[src/sv/spml_fifo.sv]
// Small first-in first-out queue of words held in flip-flops.
`default_nettype none
module spml_fifo #(
   parameter int WIDTH = 8,
   parameter int DEPTH = 4
) (
   input  wire logic             clock,
   input  wire logic             reset,
   input  wire logic             push,
   input  wire logic [WIDTH-1:0] wdata,
   output logic                  full,
   input  wire logic             pop,
   output logic [WIDTH-1:0]      rdata,
   output logic                  empty
);
   localparam int PW = $clog2(DEPTH);
   localparam int CW = $clog2(DEPTH + 1);

   logic [WIDTH-1:0] data_ff [DEPTH];
   logic [PW-1:0]    wptr_ff, wptr_in, rptr_ff, rptr_in;
   logic [CW-1:0]    count_ff, count_in;
   logic             do_push, do_pop;

   assign full    = (count_ff == CW'(DEPTH));
   assign empty   = (count_ff == '0);
   assign do_push = push && !full;
   assign do_pop  = pop && !empty;
   assign rdata   = data_ff[rptr_ff];

   always_comb begin
      wptr_in  = wptr_ff;
      rptr_in  = rptr_ff;
      count_in = count_ff;
      if (do_push) begin
         wptr_in = (wptr_ff == PW'(DEPTH - 1)) ? '0 : wptr_ff + 1'b1;
      end
      if (do_pop) begin
         rptr_in = (rptr_ff == PW'(DEPTH - 1)) ? '0 : rptr_ff + 1'b1;
      end
      if (do_push && !do_pop) begin
         count_in = count_ff + 1'b1;
      end else if (do_pop && !do_push) begin
         count_in = count_ff - 1'b1;
      end
   end

   always_ff @(posedge clock) begin
      if (reset) begin
         wptr_ff  <= '0;
         rptr_ff  <= '0;
         count_ff <= '0;
      end else begin
         wptr_ff  <= wptr_in;
         rptr_ff  <= rptr_in;
         count_ff <= count_in;
      end
      if (do_push) begin
         data_ff[wptr_ff] <= wdata;
      end
   end
endmodule
`default_nettype wire

[config.mk]
export PLATFORM = sky130hd
export DESIGN_NAME = spml_fifo
export DESIGN_NICKNAME = d
export VERILOG_FILES = /design/src/sv/spml_fifo.sv
export SDC_FILE = /design/constraint.sdc
export NUM_CORES = 1
export LEC_CHECK = 0
export CAP_MARGIN = 10
export CORE_MARGIN = 2
export CORE_UTILIZATION = 45
export CTS_CLUSTER_DIAMETER = 120
export DETAILED_ROUTE_END_ITERATION = 10
export DONT_BUFFER_PORTS = 1
export PLACE_DENSITY = 0.6
export SLEW_MARGIN = 20
export SYNTH_ARGS = -nofsm -noshare
export SYNTH_HDL_FRONTEND = slang
export SYNTH_SLANG_ARGS = --single-unit
[constraint.sdc]
create_clock -name clock -period 5.1 [get_ports clock]
set_clock_uncertainty 0.1 [all_clocks]
set_input_delay 0.51 -clock clock [delete_from_list [all_inputs] [get_ports clock]]
set_output_delay 0.51 -clock clock [all_outputs]
set_load 0.02 [all_outputs]
# --- Word-level counts from Yosys, hierarchy flattened ---
# Memory sizes are Yosys's and may differ from the RTL's. A register that Yosys moved wholly into a read port is not among the register bits.
# Index checks and enable logic that the tools add are counted.
word_totals:
  ramBits: 32
  register_bits: 7
  mem_count: 1
  out_inout_bits: 10
mem_list:
  columns: ["memory", "words", "width", "rd", "rd_ports_with_merged_regs", "wr", "line", "text"]
  rows:
  - ["data_ff", 4, 8, 1, 1, 1, "19", "logic [WIDTH-1:0] data_ff [DEPTH];"]
classes:
  addsub: 4
  n_eq_ne: 3
  muxes: 8
  reduce_logical: 10
op_table:
  columns: ["op", "n"]
  rows:
  - ["2-to-1 mux 2 bit", 4]
  - ["2-to-1 mux 3 bit", 2]
  - ["adder 2 x 1 -> 2 bit, second input constant", 2]
  - ["equality test 2 bit, second input constant", 2]
  - ["logical AND 1 bit", 4]
  - ["logical NOT 1 bit", 4]
  - ["adder 3 x 1 -> 3 bit, second input constant", 1]
  - ["equality test 3 bit, second input constant", 1]
  - ["logical NOT 3 bit", 1]
  - ["subtractor 3 x 1 -> 3 bit, second input constant", 1]
  - ["2-to-1 mux 1 bit", 2]
  - ["nonzero test 2 bit", 1]

# --- Logic depth before layout (Yosys ltp) ---
depth:
  ltp_word: 7
  mapped_depth: 10
  ltp_nobuf: 9

# --- Worst setup path after synthesis ---
# OpenSTA, ideal clock, no wires.
synth_timing:
  path_type: "register -> register"
  start: "register count_ff[0]"
  end: "register count_ff[2]"
  setup_time_ns: 0.070
  n_path_buf: 1
  arrival_ns: 2.124
  path_stages_with_launch: 11
  setup_slack_ns: 2.806
  required_time_ns: 4.930
  cell_sequence: "dfxtp_1 -> or3b_1 -> buf_6 -> clkinv_4 -> nor2_2 -> ha_1 -> inv_1 -> fa_1 -> xor2_1 -> or3_2 -> a21oi_1"
synth_via:
  elab_chain_len: 6
  word_cells_on_any_way: 15
synth_rtl:
  columns: ["element", "line", "text"]
  rows:
  - ["from (decl)", "21", "logic [CW-1:0] count_ff, count_in;"]
  - ["from (signal assigned)", "55", "count_ff <= count_in;"]
  - ["equality test 3 bit (*)", "24", "assign full = (count_ff == CW'(DEPTH));"]
  - ["named net full", "11", "output logic full,"]
  - ["logical NOT 1 bit (*)", "26", "assign do_push = push && !full;"]
  - ["logical AND 1 bit (*)", "26", null]
  - ["named net do_push", "22", "logic do_push, do_pop;"]
  - ["logical NOT 1 bit", "42", "end else if (do_pop && !do_push) begin"]
  - ["logical AND 1 bit", "42", null]
  - ["nonzero test 2 bit (no source line)", null, null]
# The timed path passes the listed nets; every way through them passes the cells marked *. The select of a mux whose other input is x is not followed.
# A chain may end at the register's enable or synchronous reset.

# --- Worst setup path in the final report ---
# Same ends and word-level chain as after synthesis.

==> flow_metrics.env <==
export IMPL_portBuffers=0
export IMPL_clock_sinks=41
export IMPL_die_height_um=64.5
export IMPL_finalCriticalPeriod_ns=2.54
export IMPL_viasPerCell=5.39
export IMPL_busiest_layer="met2"
export IMPL_crit_buf_inv=2
export IMPL_drt_first_pass_iters=4
export IMPL_power_density_nw_per_um2=481
export IMPL_vias=760
export IMPL_grt_pass1_vias=796
export IMPL_r2r_start="count_ff[0]"
export IMPL_synth_area_sq_um=1650
export IMPL_met2_usage_pct=22.9
export IMPL_dr_first_iter_drc_count=16
export IMPL_drtAntennaViolNets=0
export IMPL_rr_worst_depth=9
export IMPL_path_cells="or3b_1, clkinv_4, nor2_2, ha_1, inv_1, fa_1, xor2_1, or3_2, a21oi_1"
export IMPL_core_sq_um=3420
export IMPL_antenna_found_initial=0
export IMPL_hold_path_class="in2reg"
export IMPL_crit_family="simple AND/OR/NAND/NOR gates"
export IMPL_crit_arrival_ns=2.71
export IMPL_path_depth=9
export IMPL_clock_fmax_mhz=394
export IMPL_cp_required_ns=5.27
export IMPL_rsz0062_at_grt="false"
export IMPL_crit_path_max_incr_delay_ns=0.46
export IMPL_num_antenna_cells=0
export IMPL_routedWlPerCell_um=16.7
export IMPL_dp_hpwl_mm=1.64
export IMPL_gr_usage_met3_pct=5.21
export IMPL_gr_usage_met1_pct=14.5
export IMPL_die_area_sq_um=4160
export IMPL_tightest_slew_ns=0.632
export IMPL_syn_to_final_growth_pct=6.46
export IMPL_gp_congestion=0.726
export IMPL_tns_ns=0
export IMPL_start_util_pct=48.2
export IMPL_synth_async_sr_flop_share_pct=0
export IMPL_io_pins=22
export IMPL_synth_cell_type_count=26
export IMPL_synth_seq_area_share_pct=69.4
export IMPL_placed_cells=134
export IMPL_synthFlopType="edfxtp_1"
export IMPL_h_tree_depth=2
export IMPL_ys_seq_elements=41
export IMPL_finalHoldViolCount=0
export IMPL_status="finished, final reports clean"
export IMPL_worstHoldPathCells=1
export IMPL_ir_drop_mv=0.257
export IMPL_avgSynthCellArea_sq_um=17.9
export IMPL_critPathSlowestCell="dfxtp_1"
export IMPL_cts_max_path_buffers=2
export IMPL_placed_cell_area_sq_um=1680
export IMPL_path_class="reg2reg"
export IMPL_fin_util_pct=51.3
export IMPL_final_cell_mix="edfxtp_1 (32), dfxtp_1 (9), mux4_2 (8)"
export IMPL_fin_cells=141
export IMPL_grt_pass1_wl_mm=3.90
export IMPL_fill_cells=293
export IMPL_fp_row_count=21
export IMPL_synth_edff_count=32
export IMPL_drv_cap=0
export IMPL_ys_warn_count=0
export IMPL_cp_startpoint="count_ff[0]"
export IMPL_slew_headroom_pct=57.6
export IMPL_overflow=0
export IMPL_clk_latency_ns=0.33
export IMPL_root_buffer="clkbuf_4"
export IMPL_final_common_cell="edfxtp_1"
export IMPL_grt_max_degree=13
export IMPL_die_x_um=64.5
export IMPL_cts_tree="yes"
export IMPL_slew_viol_final=0
export IMPL_holdBufCountCts=0
export IMPL_cts_made_buffers=5
export IMPL_nets=114
export IMPL_clk_pin_slew_worst_paths_ns=0.11
export IMPL_drive_gt1_share_pct=25.3
export IMPL_cts_repair_resized=0
export IMPL_crit_path_end_kind="flip-flop"
export IMPL_track_usage_pct=13.0
export IMPL_route_detailed_drc=0
export IMPL_syn_num_nets=111
export IMPL_post_cts_buffers=0
export IMPL_path_max_fanout=7
export IMPL_p_leak_nw=0.603
export IMPL_netlist_instances=92
export IMPL_cp_start_kind="flip-flop"
export IMPL_routed_wl_mm=2.35
export IMPL_postLayoutCellArea_sq_um=1750
export IMPL_period_share_pct=49.8
export IMPL_hold_start="reset"
export IMPL_setup_viol_count_final=0
[synth_stat cells, types with 3 or more instances]
library cell,n,area share [%]
mux4_2,8,11
a21oi_1,3,0.91
ha_1,6,4.6
edfxtp_1,32,58
and3_2,4,1.8
nor2_1,3,0.68
inv_1,4,0.91
dfxtp_1,9,11
[worst paths after layout]
kind                                    end  slack (ns)
worst max-delay path            count_ff[2]        2.56
worst min register to register   rptr_ff[0]        0.39
worst max register to register  count_ff[2]        2.56
worst min-delay path             wptr_ff[1]        0.12
[cells by family after synthesis]
logic type | share of synthesized area, %
DFF | 69.4
and+or+nand+nor | 5.70
muxes | 12.2
buffers and inverters | 2.89
AOI/OAI and AO/OA | 3.04
adders and majority gates | 5.78
xor gates and xnor gates | 1.06
[worst reg2reg max path, delay by kind of cell (launching register included)]
family / cells / cell delay (ns)
adder cells (fa/ha/maj): 2 / 0.58
buffers and inverters: 2 / 0.19
AND/OR/NAND/NOR: 3 / 0.85
XOR/XNOR: 1 / 0.16
AO/OA/AOI/OAI: 1 / 0.14
flip-flops: 1 / 0.46
[layer usage]
layer	vias to the layer above	share of wire, %
met5	-	0
met3	2	6.1
met1	377	40
li1	360	-
met2	21	53
met4	0	0.89
[final cells by class]
type	instances	area [sq um]	area share, %
clock buffers	5	37.5	2.14
inverters	5	23.8	1.36
flip-flops and latches	41	1140	65.1
multi-input cells	42	457	26.1
clock inverters	2	35.0	2.00
well taps	46	57.6	3.29
[per-stage QoR]
step | setup slack [ns] | total power [mW] | hold slack (ns)
6_report | 2.56 | 0.842 | 0.123
5_1_grt | 2.38 | 0.892 | 0.0934
4_1_cts | 2.53 | 0.855 | 0.111
2_1_floorplan | 2.81 | 0.629 | 0.363
3_3_place_gp | 2.67 | 0.653 | 0.366
3_5_place_dp | 2.57 | 0.659 | 0.381
[flip-flops by register name, indices dropped and copies added, names as in the netlist, named ones only]
signal    flops
count_ff      3
rptr_ff       2
data_ff      32
wptr_ff       2
[where the power goes]
group / internal [mW] / leakage [nW] / switching (mW)
logic: 0.0855 / 0.195 / 0.114
registers: 0.407 / 0.367 / 0.0389
clock network: 0.0998 / 0.0410 / 0.0968
total: 0.593 / 0.603 / 0.249
No activity file was read; power rests on OpenSTA's default activity.
