===== config.mk =====
export PLATFORM = sky130hd
export DESIGN_NAME = spml_front
export DESIGN_NICKNAME = d
export VERILOG_FILES = /design/src/sv/spml_pkg.sv /design/src/sv/spml_fifo.sv /design/src/sv/spml_front.sv
export SDC_FILE = /design/constraint.sdc
export NUM_CORES = 1
export LEC_CHECK = 0
export BUFFER_PORTS_ARGS = -buffer_cell sky130_fd_sc_hd__buf_2
export CAP_MARGIN = 5
export CORE_UTILIZATION = 54
export CTS_BUF_LIST = sky130_fd_sc_hd__clkbuf_4 sky130_fd_sc_hd__clkbuf_8
export DETAILED_ROUTE_END_ITERATION = 12
export GPL_ROUTABILITY_DRIVEN = 1
export GPL_TIMING_DRIVEN = 0
export PLACE_DENSITY = 0.76
export SYNTH_ARGS = -nofsm -noshare
export SYNTH_HDL_FRONTEND = slang
export SYNTH_HIERARCHICAL = 1
export SYNTH_SLANG_ARGS = --single-unit

===== constraint.sdc =====
create_clock -name clock -period 5.75 [get_ports clock]
set_input_delay 1.15 -clock clock [delete_from_list [all_inputs] [get_ports clock]]
set_output_delay 1.15 -clock clock [all_outputs]
set_load 0.05 [all_outputs]

===== src/sv/spml_pkg.sv =====
// Shared types, constants and update-rule tables for the spectral PML field update.
`default_nettype none
package spml_pkg;

   localparam int NUM_COMP = 12;
   localparam int NUM_COEF = 5;

   // Kind of a load word after decoding.
   localparam logic [1:0] KIND_NONE = 2'd0;
   localparam logic [1:0] KIND_COMP = 2'd1;
   localparam logic [1:0] KIND_COEF = 2'd2;

   localparam logic [3:0] LAST_COMP = 4'd11;

   typedef struct packed {
      logic [1:0]         kind;
      logic [3:0]         idx;
      logic signed [31:0] re;
      logic signed [31:0] im;
      logic               last;
   } cmd_type;

   typedef struct packed {
      logic [3:0]         slot;
      logic signed [31:0] re;
      logic signed [31:0] im;
      logic               last;
      logic               sat;
   } rsp_type;

   // Saturate a wide signed value to 32 bits; the top bit flags clipping.
   function automatic logic [32:0] sat32(input logic signed [65:0] v);
      logic [32:0] r;
      if (v > 66'sd2147483647) begin
         r = {1'b1, 32'h7FFF_FFFF};
      end else if (v < -66'sd2147483648) begin
         r = {1'b1, 32'h8000_0000};
      end else begin
         r = {1'b0, v[31:0]};
      end
      return r;
   endfunction

   // True where the crossing term is subtracted on the imaginary part.
   function automatic logic rule_neg(input logic [3:0] s);
      logic r;
      case (s)
         4'd1, 4'd2, 4'd5, 4'd6, 4'd9, 4'd10: r = 1'b1;
         default: r = 1'b0;
      endcase
      return r;
   endfunction

   // Wave vector component: 0 kx, 1 ky, 2 kz.
   function automatic logic [1:0] rule_kidx(input logic [3:0] s);
      logic [1:0] r;
      case (s)
         4'd2, 4'd4, 4'd8, 4'd10: r = 2'd0;
         4'd1, 4'd3, 4'd7, 4'd9: r = 2'd2;
         default: r = 2'd1;
      endcase
      return r;
   endfunction

   // Crossing total: 0 Ex, 1 Ey, 2 Ez, 3 Bx, 4 By, 5 Bz.
   function automatic logic [2:0] rule_tidx(input logic [3:0] s);
      logic [2:0] r;
      case (s)
         4'd0, 4'd2: r = 3'd5;
         4'd1, 4'd4: r = 3'd4;
         4'd3, 4'd5: r = 3'd3;
         4'd6, 4'd8: r = 3'd2;
         4'd7, 4'd10: r = 3'd1;
         default: r = 3'd0;
      endcase
      return r;
   endfunction

endpackage
`default_nettype wire


===== src/sv/spml_fifo.sv =====
// Small first-in first-out queue of words held in flip-flops.
`default_nettype none
module spml_fifo #(
   parameter int WIDTH = 8,
   parameter int DEPTH = 4
) (
   input  wire logic             clock,
   input  wire logic             reset,
   input  wire logic             push,
   input  wire logic [WIDTH-1:0] wdata,
   output logic                  full,
   input  wire logic             pop,
   output logic [WIDTH-1:0]      rdata,
   output logic                  empty
);
   localparam int PW = $clog2(DEPTH);
   localparam int CW = $clog2(DEPTH + 1);

   logic [WIDTH-1:0] data_ff [DEPTH];
   logic [PW-1:0]    wptr_ff, wptr_in, rptr_ff, rptr_in;
   logic [CW-1:0]    count_ff, count_in;
   logic             do_push, do_pop;

   assign full    = (count_ff == CW'(DEPTH));
   assign empty   = (count_ff == '0);
   assign do_push = push && !full;
   assign do_pop  = pop && !empty;
   assign rdata   = data_ff[rptr_ff];

   always_comb begin
      wptr_in  = wptr_ff;
      rptr_in  = rptr_ff;
      count_in = count_ff;
      if (do_push) begin
         wptr_in = (wptr_ff == PW'(DEPTH - 1)) ? '0 : wptr_ff + 1'b1;
      end
      if (do_pop) begin
         rptr_in = (rptr_ff == PW'(DEPTH - 1)) ? '0 : rptr_ff + 1'b1;
      end
      if (do_push && !do_pop) begin
         count_in = count_ff + 1'b1;
      end else if (do_pop && !do_push) begin
         count_in = count_ff - 1'b1;
      end
   end

   always_ff @(posedge clock) begin
      if (reset) begin
         wptr_ff  <= '0;
         rptr_ff  <= '0;
         count_ff <= '0;
      end else begin
         wptr_ff  <= wptr_in;
         rptr_ff  <= rptr_in;
         count_ff <= count_in;
      end
      if (do_push) begin
         data_ff[wptr_ff] <= wdata;
      end
   end
endmodule
`default_nettype wire


===== src/sv/spml_front.sv =====
// Front end: classifies load words and queues them for the update engine.
`default_nettype none
module spml_front import spml_pkg::*; (
   input  wire logic               clock,
   input  wire logic               reset,
   input  wire logic               req_push,
   output logic                    req_full,
   input  wire logic [4:0]         req_slot,
   input  wire logic signed [31:0] req_value_re,
   input  wire logic signed [31:0] req_value_im,
   input  wire logic               req_last,
   output cmd_type                 cmd,
   output logic                    cmd_valid,
   input  wire logic               cmd_pop
);
   cmd_type           dec;
   logic [$bits(cmd_type)-1:0] q_rdata;
   logic              q_empty;

   always_comb begin
      dec.re   = req_value_re;
      dec.im   = req_value_im;
      dec.last = req_last;
      if (req_slot < 5'(NUM_COMP)) begin
         dec.kind = KIND_COMP;
         dec.idx  = req_slot[3:0];
      end else if (req_slot < 5'(NUM_COMP + NUM_COEF)) begin
         dec.kind = KIND_COEF;
         dec.idx  = 4'(req_slot - 5'(NUM_COMP));
      end else begin
         dec.kind = KIND_NONE;
         dec.idx  = '0;
      end
   end

   spml_fifo #(.WIDTH($bits(cmd_type)), .DEPTH(4)) u_cmd_q (
      .clock (clock),
      .reset (reset),
      .push  (req_push),
      .wdata (dec),
      .full  (req_full),
      .pop   (cmd_pop),
      .rdata (q_rdata),
      .empty (q_empty)
   );

   assign cmd       = cmd_type'(q_rdata);
   assign cmd_valid = !q_empty;
endmodule
`default_nettype wire


* Word-level counts from Yosys, hierarchy flattened
Memory sizes are Yosys's and may differ from the RTL's. A register that Yosys moved wholly into a read port is not among the register bits.
Index checks and enable logic that the tools add are counted.
** Storage, ports and cells
- Register bits after elaboration :: 7
- RAM bits :: 284
- Input port bits :: 74
- Output and inout bits :: 73
- Word-level logic and storage cells :: 34
- Memories :: 1
** Operators by class
- Add/subtract/negate cells :: 5
- Magnitude comparators :: 2
- Eq/ne operators :: 3
- Multiplexer cells :: 10
- Reductions and logical operators :: 10
** Memories
- u_cmd_q.data_ff :: words 4, width 71, read ports 1, clocked after memory_dff 1, wr ports 1, line spml_fifo.sv:19 : logic [WIDTH-1:0] data_ff [DEPTH];
** Operators with widths (count)
- 6-bit two-way mux :: 2
- 2-bit two-way mux :: 4
- 3-bit two-way mux :: 2
- 5-bit by 4-bit < comparator with 1-bit output, second input constant :: 1
- 5-bit < comparator, second input constant :: 1
- 2-bit by 1-bit adder with 2-bit output, second input constant :: 2
- 2-bit equality test, second input constant :: 2
- 1-bit logical AND :: 4
- 1-bit zero test :: 4
- 4-bit subtractor, second input constant :: 1
- 3-bit by 1-bit adder with 3-bit output, second input constant :: 1
- 3-bit equality test, second input constant :: 1
- 3-bit zero test :: 1
- 3-bit by 1-bit subtractor with 3-bit output, second input constant :: 1
- 1-bit two-way mux :: 2
- 2-bit nonzero test :: 1

* Depth between registers and ports, before layout
- Depth in word-level cells :: 7
- Depth in mapped cells :: 10
- Gate-level depth less buffers :: 9

* Cells and area by module
The synthesis kept the hierarchy.
** By module, submodules not included
- spml_fifo :: instances 1, cells each 421, area an instance 10719.0 sq um, sequential area each 8708.4 sq um
- spml_front :: instances 1, cells each 10, area an instance 67.6 sq um, sequential area each 0.0 sq um

* Worst setup path after synthesis
No wires, ideal clock.
- Path type :: input to register
- Start :: input req_push
- End :: register u_cmd_q.count_ff[2]
- Library setup time :: 0.070 ns
- Arrival time :: 2.602 ns
- Required time :: 5.680 ns
- Path slack :: 3.078 ns
- Cell stages on the path :: 8
- Buffers on the path :: 0
- Cell sequence :: inv_1 -> nor2_2 -> ha_1 -> inv_1 -> fa_1 -> xor2_1 -> or3_2 -> a21oi_1
** On the way
- Longest elaborated chain between the ends :: 4
- Elaborated cells between the ends (all ways) :: 6
- Classes of those cells :: mux: 1; reduce/logical: 5
** RTL lines
- start: declaration :: line spml_front.sv:6 : input wire logic req_push,
- 1-bit logical AND (*) :: line spml_fifo.sv:26 : assign do_push = push && !full;
- net u_cmd_q.do_push :: line spml_fifo.sv:22 : logic do_push, do_pop;
- 1-bit zero test :: line spml_fifo.sv:42 : end else if (do_pop && !do_push) begin
- 1-bit logical AND :: line spml_fifo.sv:42
- 2-bit nonzero test (no line)
- end signal: assignment :: line spml_fifo.sv:55 : count_ff <= count_in;
- end: declaration :: line spml_fifo.sv:21 : logic [CW-1:0] count_ff, count_in;
Mark *: on every way through the listed nets, which the timed path passes. The rest lies on a longest branch.
A chain may end at the register's enable or synchronous reset.

==> impl_metrics.json <==
{
  "hold_viol_final": 0,
  "slew_headroom_pct": 57.0,
  "pwr-share-seq_pct": 43.3,
  "wl_per_cell_um": 20.8,
  "synth-seq-area-share_pct": 80.7,
  "die_area_um2": 20500,
  "cp-start-kind": "register",
  "hpwl_um": 12000,
  "grt_max_degree": 39,
  "avgViaCountPerCell": 5.49,
  "synth_cell_types": 32,
  "post_cts_resized": 0,
  "required_ns": 4.60,
  "yosysTopAreaCell": "edfxtp_1",
  "syn_nets": 512,
  "cp.depth": 4,
  "io_buffers": 145,
  "power.internal_mw": 4.06,
  "cp_slowest_cell": "buf_1",
  "report.final.slew_viol_count": 0,
  "period_needed_ns": 3.43,
  "root_buffer": "clkbuf_8",
  "finalCritPeriodShare_pct": 59.6,
  "place.gp.congestion": 0.707,
  "p_per_area_nw_per_um2": 476,
  "swShare_pct": 33.5,
  "track_usage_pct": 19.2,
  "path_delay_family": "buffers and inverters",
  "htreeDepth": 2,
  "p_leak_nw": 4.39,
  "hold_buffers": 0,
  "postSynthCellCount": 431,
  "hold_start": "u_cmd_q/rptr_ff[0]$_SDFFE_PP0P_",
  "nFillCells": 1330,
  "yosysWarnings": 6,
  "grt_pass1_vias": 5508,
  "synth_area_um2": 10800,
  "io-pin-count": 147,
  "start_util_pct": 55.2,
  "fin_tns_setup_ns": 0,
  "cpPeakStageDelay_ns": 0.46,
  "drc": 0,
  "path_clk_slew_ns": 0.06,
  "antenna_found_initial": 1,
  "max_cap_violations": 0,
  "cts_buffer_depth": 3,
  "rsz0062_at_grt": "no",
  "r2r_cells": 10,
  "cts_sinks": 293,
  "power_frac_comb_pct": 29.8,
  "fmax_mhz": 292,
  "overflow": 0,
  "rr_endpoint": "u_cmd_q/count_ff[2]$_SDFFE_PP0P_",
  "cts_tree": "built",
  "crit_path_max_fanout": 10,
  "setup_viol": 0,
  "wl_um": 19300,
  "worst-path-buf-inv": 3,
  "drive_above_1_share_pct": 47.9,
  "power_mw": 6.10,
  "status": "completed",
  "crit_path_end_kind": "primary output",
  "tightest_slew_ns": 0.645,
  "hold_path.class": "register to register",
  "coreArea_um2": 19500,
  "cp_cell_sequence": "buf_1 -> buf_2 -> mux4_2 -> buf_2",
  "irDropWorstVdd_mv": 0.290,
  "dr.pass1.iters": 4,
  "die_w_um": 143,
  "p_sw_mw": 2.04,
  "rrSetupSlack_ns": 3.38,
  "ys_ff_latch": 293,
  "syn_area_per_cell_um2": 25.0,
  "cts_buffers": 46,
  "detail-route-antenna-nets": 0,
  "vias": 5082,
  "worstSetupEndpoint": "cmd[40]",
  "timing.rr.start": "u_cmd_q/count_ff[0]$_SDFFE_PP0P_",
  "clkLatencyLatePin_ns": 0.54,
  "postCtsSetupBuffers": 0,
  "cp_data_arrival_time_ns": 2.28,
  "synth_area_leaders": "edfxtp_1 (79%), mux4_2 (15%), dfxtp_1 (1.7%), ha_1 (0.70%), buf_4 (0.49%)",
  "nets": 709,
  "drtIter0Drc": 315,
  "critPathKind": "register to primary output",
  "rows": 51,
  "synth.top_cell.area_share_pct": 79.1,
  "die_y_um": 143,
  "area_delta_synth_final_pct": 18.8,
  "power_frac_clock_pct": 26.9,
  "fin_worst_skew_ns": 0.0144,
  "grt_pass1_wl_um": 29200,
  "crit_top_cell": "buf_2"
}
## cells by family (layout without fill, tap and decap cells)
logic type / Yosys count / count (layout) / share of synthesized area (%)
xor gates and xnor gates: 2 / 2 / 0.162
DFF: 293 / 293 / 80.7
other: 0 / 1 / 0
muxes: 73 / 73 / 15.0
buffers and inverters: 24 / 253 / 1.29
AOI/OAI and AO/OA: 10 / 10 / 0.603
adders and majority gates: 7 / 7 / 0.882
and+or+nand+nor: 22 / 22 / 1.32
## sequential cells by signal (all words and copies together) (netlist names), named ones only
| signal | cells |
|---|---|
| u_cmd_q/data_ff | 284 |
| u_cmd_q/wptr_ff | 2 |
| u_cmd_q/count_ff | 3 |
| u_cmd_q/rptr_ff | 2 |
## synthesized netlist by cell type
cell	count
mux2i_1	2
nor3_1	2
nor2_2	1
nand3b_1	1
dfxtp_1	9
nand3_1	2
o31ai_2	2
o21ai_1	3
buf_1	1
fa_1	1
and2b_1	2
o21ai_0	1
inv_1	5
or3b_1	1
nor2_1	3
ha_1	6
clkinv_4	1
nor3b_1	1
or3b_2	1
mux4_2	71
buf_6	1
nand2_1	1
and3_2	4
xor2_1	2
or3_2	1
a21oi_1	4
or4b_1	1
clkbuf_1	1
edfxtp_1	284
buf_4	7
or3_1	1
buf_2	8
## cells in the final DEF, fill, tap and decap left out, types with 2 or more instances in the layout
cell      Yosys  routed
clkinv_2      0       2
nand3_1       2       2
clkinv_1      0      10
clkbuf_8      0      51
and3_4        0       4
buf_12        0       4
ha_1          6       6
a21oi_1       4       4
nor2_1        3       3
nor3_1        2       2
and2b_1       2       2
o21ai_1       3       3
buf_2         8     153
edfxtp_1    284     284
buf_4         7       7
xor2_1        2       2
mux2i_1       2       2
clkbuf_4      0      17
dfxtp_1       9       9
o31ai_2       2       2
mux4_2       71      71
inv_1         5       5
## worst min-delay path by stage
stage          depth (start not counted)  slack [ns]                               to
4_1_cts                                2        0.51                         register
2_1_floorplan                          2        0.46                         register
6_report                               2        0.51  u_cmd_q/rptr_ff[0]$_SDFFE_PP0P_
5_1_grt                                2        0.54  u_cmd_q/rptr_ff[0]$_SDFFE_PP0P_
3_3_place_gp                           2        0.48  u_cmd_q/rptr_ff[0]$_SDFFE_PP0P_
3_5_place_dp                           2        0.49                         register
## layer usage
layer,global-route usage (%),routed length [um],up-vias
li1,-,-,2243
met1,24.1,7770,2642
met2,32.4,9880,170
met3,5.50,1350,25
met4,6.66,269,2
met5,0,13,-
## tightest hold or removal path, cell delays in order, from the launching register on
cell	delay, ns
dfxtp_1	0.33
nand2_1	0.06
a21oi_1	0.07
## metrics by stage
| stage | hold WS (ns) | instance area [um2] | util (%) | cells | setup WS (ns) |
|---|---|---|---|---|---|
| 2_1_floorplan | 0.463 | 10800 | - | 431 | 3.08 |
| 3_3_place_gp | 0.483 | 11800 | 60.7 | 841 | 2.49 |
| 3_5_place_dp | 0.494 | 11900 | 61.1 | 845 | 2.72 |
| 4_1_cts | 0.505 | 12800 | 65.6 | 925 | 2.28 |
| 5_1_grt | 0.539 | 12800 | 65.6 | 925 | 2.19 |
| 6_report | 0.513 | 12800 | 65.6 | 926 | 2.32 |
## layout make-up
cell class	count	area, um2	share of cell area [%]
antenna	1	2.50	0.0195
buffer	18	111	0.869
clock buffer	68	830	6.47
clock inverter	12	47.5	0.371
inverter	6	27.5	0.215
multi-input combinational	114	1950	15.2
sequential	293	8710	67.9
tap	265	332	2.59
timing repair buffer	149	806	6.29
## power groups by stage
stage          clock network (mW)  logic, mW  registers (mW)
2_1_floorplan                   0       1.43            2.67
3_3_place_gp                    0       1.80            2.68
3_5_place_dp                    0       1.84            2.69
4_1_cts                      1.68       1.84            2.65
5_1_grt                      1.77       1.92            2.66
6_report                     1.64       1.82            2.64
No activity file was read; power rests on OpenSTA's default activity.
